==> src/rtl/pise_pkg.sv <==
package pise_pkg;

	localparam int PRICE_W    = 32;
	localparam int SUM_W      = 38;
	localparam int SQ_W       = 64;
	localparam int S2_W       = 70;
	localparam int VAR_W      = 76;
	localparam int RSI_W      = 15;
	localparam int RSI_M_W    = 16;
	localparam int PER_W      = 6;
	localparam int LVL_W      = 15;
	localparam int K_W        = 12;
	localparam int MODE_W     = 2;
	localparam int N2_W       = 12;
	localparam int ROOT_W     = 32;
	localparam int OFF_W      = ROOT_W + K_W - 8;
	localparam int CFG_ADDR_W = 3;
	localparam int CFG_DATA_W = 15;
	localparam int IN_W       = 64;
	localparam int OUT_W      = 120;
	localparam int CNT_W      = 7;
	localparam int CMP_W      = 16;

	localparam logic [MODE_W-1:0] MODE_NONE    = 2'd0;
	localparam logic [MODE_W-1:0] MODE_RSI_MA  = 2'd1;
	localparam logic [MODE_W-1:0] MODE_RSI     = 2'd2;
	localparam logic [MODE_W-1:0] MODE_BAND_MA = 2'd3;

	localparam logic [CFG_ADDR_W-1:0] REG_ALGO_MODE   = 3'd0;
	localparam logic [CFG_ADDR_W-1:0] REG_MA_PERIOD   = 3'd1;
	localparam logic [CFG_ADDR_W-1:0] REG_RSI_PERIOD  = 3'd2;
	localparam logic [CFG_ADDR_W-1:0] REG_BAND_PERIOD = 3'd3;
	localparam logic [CFG_ADDR_W-1:0] REG_OVERSOLD    = 3'd4;
	localparam logic [CFG_ADDR_W-1:0] REG_OVERBOUGHT  = 3'd5;
	localparam logic [CFG_ADDR_W-1:0] REG_BAND_K      = 3'd6;

	localparam logic [RSI_M_W-1:0] RSI_FULL = 16'd25600;

	localparam logic [CNT_W-1:0] DRAIN_LAST = 7'd2;
	localparam logic [CNT_W-1:0] DIV_LAST   = 7'd75;
	localparam logic [CNT_W-1:0] SHORT_STEPS = 7'd38;
	localparam logic [CNT_W-1:0] RSI_STEPS  = 7'd16;
	localparam logic [CNT_W-1:0] SQRT_LAST  = 7'd31;

	typedef struct packed {
		logic             accept;
		logic             issue;
		logic [PER_W-1:0] idx;
		logic             var1;
		logic             var2;
		logic             div_step;
		logic             short_step;
		logic             rsi_step;
		logic             sqrt_step;
		logic             mul;
		logic             load_out;
	} cmd_t;

	typedef struct packed {
		logic [PER_W-1:0] walk_last;
	} sts_t;

endpackage

==> src/rtl/pise_ctl.sv <==
module pise_ctl (
	input  logic           clk,
	input  logic           arst_n,
	input  logic           s_tvalid,
	output logic           s_tready,
	output logic           m_tvalid,
	input  logic           m_tready,
	input  pise_pkg::sts_t sts,
	output pise_pkg::cmd_t cmd
);
	import pise_pkg::*;

	localparam logic [3:0] ST_IDLE  = 4'd0;
	localparam logic [3:0] ST_WALK  = 4'd1;
	localparam logic [3:0] ST_DRAIN = 4'd2;
	localparam logic [3:0] ST_VAR1  = 4'd3;
	localparam logic [3:0] ST_VAR2  = 4'd4;
	localparam logic [3:0] ST_DIV   = 4'd5;
	localparam logic [3:0] ST_SQRT  = 4'd6;
	localparam logic [3:0] ST_MUL   = 4'd7;
	localparam logic [3:0] ST_FIN   = 4'd8;

	logic [3:0]       state_q;
	logic [PER_W-1:0] idx_q;
	logic [CNT_W-1:0] cnt_q;
	logic             out_valid_q;

	assign s_tready = state_q == ST_IDLE;
	assign m_tvalid = out_valid_q;

	always_comb begin
		cmd            = '0;
		cmd.accept     = s_tvalid && s_tready;
		cmd.issue      = state_q == ST_WALK;
		cmd.idx        = idx_q;
		cmd.var1       = state_q == ST_VAR1;
		cmd.var2       = state_q == ST_VAR2;
		cmd.div_step   = state_q == ST_DIV;
		cmd.short_step = state_q == ST_DIV && cnt_q < SHORT_STEPS;
		cmd.rsi_step   = state_q == ST_DIV && cnt_q < RSI_STEPS;
		cmd.sqrt_step  = state_q == ST_SQRT;
		cmd.mul        = state_q == ST_MUL;
		cmd.load_out   = state_q == ST_FIN && (!out_valid_q || m_tready);
	end

	always_ff @(posedge clk or negedge arst_n) begin
		if (!arst_n) begin
			state_q     <= ST_IDLE;
			idx_q       <= '0;
			cnt_q       <= '0;
			out_valid_q <= 1'b0;
		end else begin
			if (cmd.load_out) out_valid_q <= 1'b1;
			else if (m_tready) out_valid_q <= 1'b0;

			unique case (state_q)
				ST_IDLE: begin
					if (cmd.accept) begin
						state_q <= ST_WALK;
						idx_q   <= '0;
					end
				end
				ST_WALK: begin
					if (idx_q == sts.walk_last) begin
						state_q <= ST_DRAIN;
						cnt_q   <= '0;
					end else begin
						idx_q <= idx_q + PER_W'(1);
					end
				end
				ST_DRAIN: begin
					if (cnt_q == DRAIN_LAST) state_q <= ST_VAR1;
					else cnt_q <= cnt_q + CNT_W'(1);
				end
				ST_VAR1: state_q <= ST_VAR2;
				ST_VAR2: begin
					state_q <= ST_DIV;
					cnt_q   <= '0;
				end
				ST_DIV: begin
					if (cnt_q == DIV_LAST) begin
						state_q <= ST_SQRT;
						cnt_q   <= '0;
					end else begin
						cnt_q <= cnt_q + CNT_W'(1);
					end
				end
				ST_SQRT: begin
					if (cnt_q == SQRT_LAST) state_q <= ST_MUL;
					else cnt_q <= cnt_q + CNT_W'(1);
				end
				ST_MUL: state_q <= ST_FIN;
				ST_FIN: begin
					if (cmd.load_out) state_q <= ST_IDLE;
				end
				default: state_q <= ST_IDLE;
			endcase
		end
	end

	a_accept_walk: assert property (@(posedge clk) disable iff (!arst_n)
		cmd.accept |=> state_q == ST_WALK && idx_q == '0) else $error("accept did not start walk");
	a_idx_bound: assert property (@(posedge clk) disable iff (!arst_n)
		state_q == ST_WALK |-> idx_q <= sts.walk_last) else $error("walk index overran");
	a_load_valid: assert property (@(posedge clk) disable iff (!arst_n)
		cmd.load_out |=> m_tvalid && state_q == ST_IDLE) else $error("result load lost");

endmodule

==> config.mk <==
export PLATFORM = sky130hd
export DESIGN_NAME = pise_ctl
export DESIGN_NICKNAME = d
export VERILOG_FILES = /design/src/rtl/pise_pkg.sv /design/src/rtl/pise_ctl.sv
export SDC_FILE = /design/constraint.sdc
export NUM_CORES = 1
export LEC_CHECK = 0
export BUFFER_PORTS_ARGS = -buffer_cell sky130_fd_sc_hd__buf_2
export CAP_MARGIN = 20
export CORE_AREA = 2 2 47 66
export CTS_CLUSTER_DIAMETER = 200
export CTS_CLUSTER_SIZE = 24
export DETAILED_ROUTE_END_ITERATION = 10
export DIE_AREA = 0 0 49 68
export PLACE_DENSITY = 0.79
export REMOVE_ABC_BUFFERS = 1
export SYNTH_ARGS = -nofsm -noshare
export SYNTH_HDL_FRONTEND = slang
export SYNTH_SLANG_ARGS = --single-unit
==> constraint.sdc <==
create_clock -name clk -period 2.19 [get_ports clk]
set_input_delay 0.3285 -clock clk [delete_from_list [all_inputs] [get_ports clk]]
set_output_delay 0.3285 -clock clk [all_outputs]
set_load 0.01 [all_outputs]
==> impl_metrics.json <==
{
  "syn2layout_area_growth_pct": 16.49,
  "cts_setup_buffers": 0,
  "synth_commonest_cells": "dfrtp_1, nor2_1, inv_1, nand2_1",
  "synth_seq_cells": 18,
  "crit_arrival_ps": 2220,
  "viasPerCell": 5.995,
  "slew_violations": 0,
  "synth_cells": 140,
  "route.detailed.drc": 0,
  "cts_tree": "yes",
  "insertedDiodeCount": 0,
  "swShare_pct": 45.79,
  "avgSynthCellArea_um2": 9.107,
  "numCtsBuffers": 3,
  "critical_path_peak_fanout": 6,
  "clock_power_share_pct": 13.7,
  "finalClockSkew_ps": 1.332,
  "grt_pass1_wl_mm": 4.795,
  "wl_per_cell_um": 14.04,
  "dpl.hpwl_mm": 2.081,
  "yosys.area.top_type": "dfrtp_1",
  "critPathSlowestCell": "dfrtp_1",
  "insertion_delay_ps": 260,
  "drtPass1Iterations": 4,
  "end_kind": "flip-flop",
  "core_mm2": 0.002791,
  "yosysUniqueCellTypes": 50,
  "ctsLongestPathBuffers": 2,
  "critPathBufInv": 0,
  "n_fill_cell": 243,
  "fin_crit_sh_pct": 95.00,
  "ant_nets": 0,
  "synth.cell_area_mm2": 0.001275,
  "fmax_mhz": 480.7,
  "p_comb_share_pct": 54.3,
  "p_int_w": 0.001087,
  "synth_area_leaders": "dfrtp_1, xnor2_1, a31oi_1",
  "netlist.area_leader.share_pct": 35.33,
  "clockRootBuffer": "clkbuf_8",
  "yosysSeqAreaShare_pct": 35.33,
  "vias": 1211,
  "antenna_found_initial": 0,
  "placedCellCount": 198,
  "crit_chain": "ha_1 > and4_1 > mux2_2 > a31oi_4 > and2_1 > mux2_1",
  "place_congestion": 0.8842,
  "cts_max_level": 1,
  "overflow": 0,
  "slowest_delay_ps": 420,
  "drv_cap": 0,
  "power.switching_w": 0.0009183,
  "die_w_um": 49,
  "grt_pass1_vias": 1071,
  "min_period_ps": 2080,
  "synth-edff-count": 0,
  "drtIter0Drc": 38,
  "finalHoldViolCount": 10,
  "violations": "hold timing",
  "ir_drop_mv": 0.6169,
  "pin_count": 28,
  "power_density_mw_per_mm2": 1350,
  "rows": 23,
  "path_clk_slew_ps": 70,
  "async_flop_share_pct": 100.0,
  "port_buffers": 27,
  "routed_wirelength_mm": 2.836,
  "final_util_pct": 53.20,
  "seqPwrFrac_pct": 31.9,
  "rsz0062_at_grt": "no",
  "max_slew_margin_pct": 72.25,
  "die_h_um": 68,
  "synthFlopType": "dfrtp_1",
  "grt_max_degree": 19,
  "synthMostInstantiatedCell": "dfrtp_1",
  "start_util_pct": 45.67,
  "synth_warnings": 0,
  "setup_viol": 0,
  "start_kind": "flip-flop",
  "crit_family": "multiplexers",
  "required_ps": 2330,
  "drive_above_1_share_pct": 25.45,
  "final_cells": 202,
  "p_leak_nw": 0.7070,
  "numClockSinks": 18,
  "tns_ps": 0,
  "whs_ps": -4.357,
  "finalPower_w": 0.002006,
  "critPathKind": "flip-flop to flip-flop",
  "hold_path.class": "input pin to asynchronous set/reset pin",
  "max_slew.worst_pin.slew_ps": 416.2,
  "fin_nets": 179,
  "dieArea_mm2": 0.003332,
  "grtUsageTotal_pct": 18.54,
  "outcome": "complete, but fails checks"
}
-- per-stage QoR --
step           area [µm²]  setup slack, ps  hold slack [ps]
2_1_floorplan        1202            143.1            32.91
3_3_place_gp         1421            158.0            283.2
3_5_place_dp         1421            97.07            289.9
4_1_cts              1476            77.73            11.40
5_1_grt              1485            42.45            27.63
6_report             1485            109.6           -4.357
-- power by group through the flow --
stage / registers [W] / logic, W / clock network [W]
2_1_floorplan: 0.000636 / 0.000685 / 0
3_3_place_gp: 0.000631 / 0.00103 / 0
3_5_place_dp: 0.000644 / 0.00106 / 0
4_1_cts: 0.000638 / 0.00107 / 0.000281
5_1_grt: 0.000667 / 0.00121 / 0.000295
6_report: 0.000641 / 0.00109 / 0.000276
-- layout by cell type, fill, tap and decap left out, types with 3 or more instances in the layout --
master	instances
a21o_1	3
a21oi_1	6
a31oi_1	6
buf_2	27
buf_4	5
clkbuf_8	4
dfrtp_1	18
ha_1	3
inv_1	7
nand2_1	7
nand2b_1	3
nand3_1	5
nand4_1	5
nor2_1	9
nor2b_1	3
nor3_1	5
o31ai_1	3
xnor2_1	6
-- cell families after synthesis --
| kind of cell | synth area share [%] |
|---|---|
| simple gates | 26.79 |
| compound gates | 18.16 |
| buf+inv | 7.753 |
| flops | 35.33 |
| xor+xnor | 4.809 |
| mux | 4.220 |
| fa+ha+maj | 2.944 |
-- flip-flops by register name, summed over array words and instances, names as in the netlist --
name,count
m_tvalid,1
state_q,4
cnt_q,7
idx_q,6
-- what timing repair did --
item                                    in CTS  in global routing
resized for setup                            0                  1
hold buffers                                 0                  0
endpoints found under the setup margin       0                  1
-- worst reg2reg max path: cells and delay by family, from the launching register on --
family,cells,cell delay (ps)
muxes,2,620
DFF,1,420
and+or+nand+nor,2,440
adders and majority gates,1,270
AOI/OAI and AO/OA,1,230
-- layer usage --
layer	routed length, µm	part of all wire (%)	global-route usage, %
met1	1202	42	21.47
met5	0	0	0
met3	166	5.9	3.057
met4	54	1.9	9.643
met2	1413	50	33.22
-- layout make-up --
class / instances / area (µm²) / share of cell area, %
Clock buffer: 4 / 55.05 / 3.707
Sequential cell: 18 / 450.4 / 30.33
Timing Repair Buffer: 32 / 172.7 / 11.63
Inverter: 7 / 26.28 / 1.769
Multi-Input combinational cell: 104 / 734.5 / 49.45
Tap cell: 37 / 46.29 / 3.117
-- worst paths after layout --
check                                 to      from  depth (start not counted)  slack [ps]
worst max register to register  cnt_q[1]  cnt_q[1]                          6         110
worst max-delay path            cnt_q[1]  cnt_q[1]                          6         110
max in group asynchronous       idx_q[5]    arst_n                          1        1900
min in group clk                m_tvalid  m_tready                          3         370
worst min-delay path            idx_q[2]    arst_n                          1          -4
worst min register to register  cnt_q[1]  cnt_q[1]                          1         580
No activity file was read; power rests on OpenSTA's default activity.
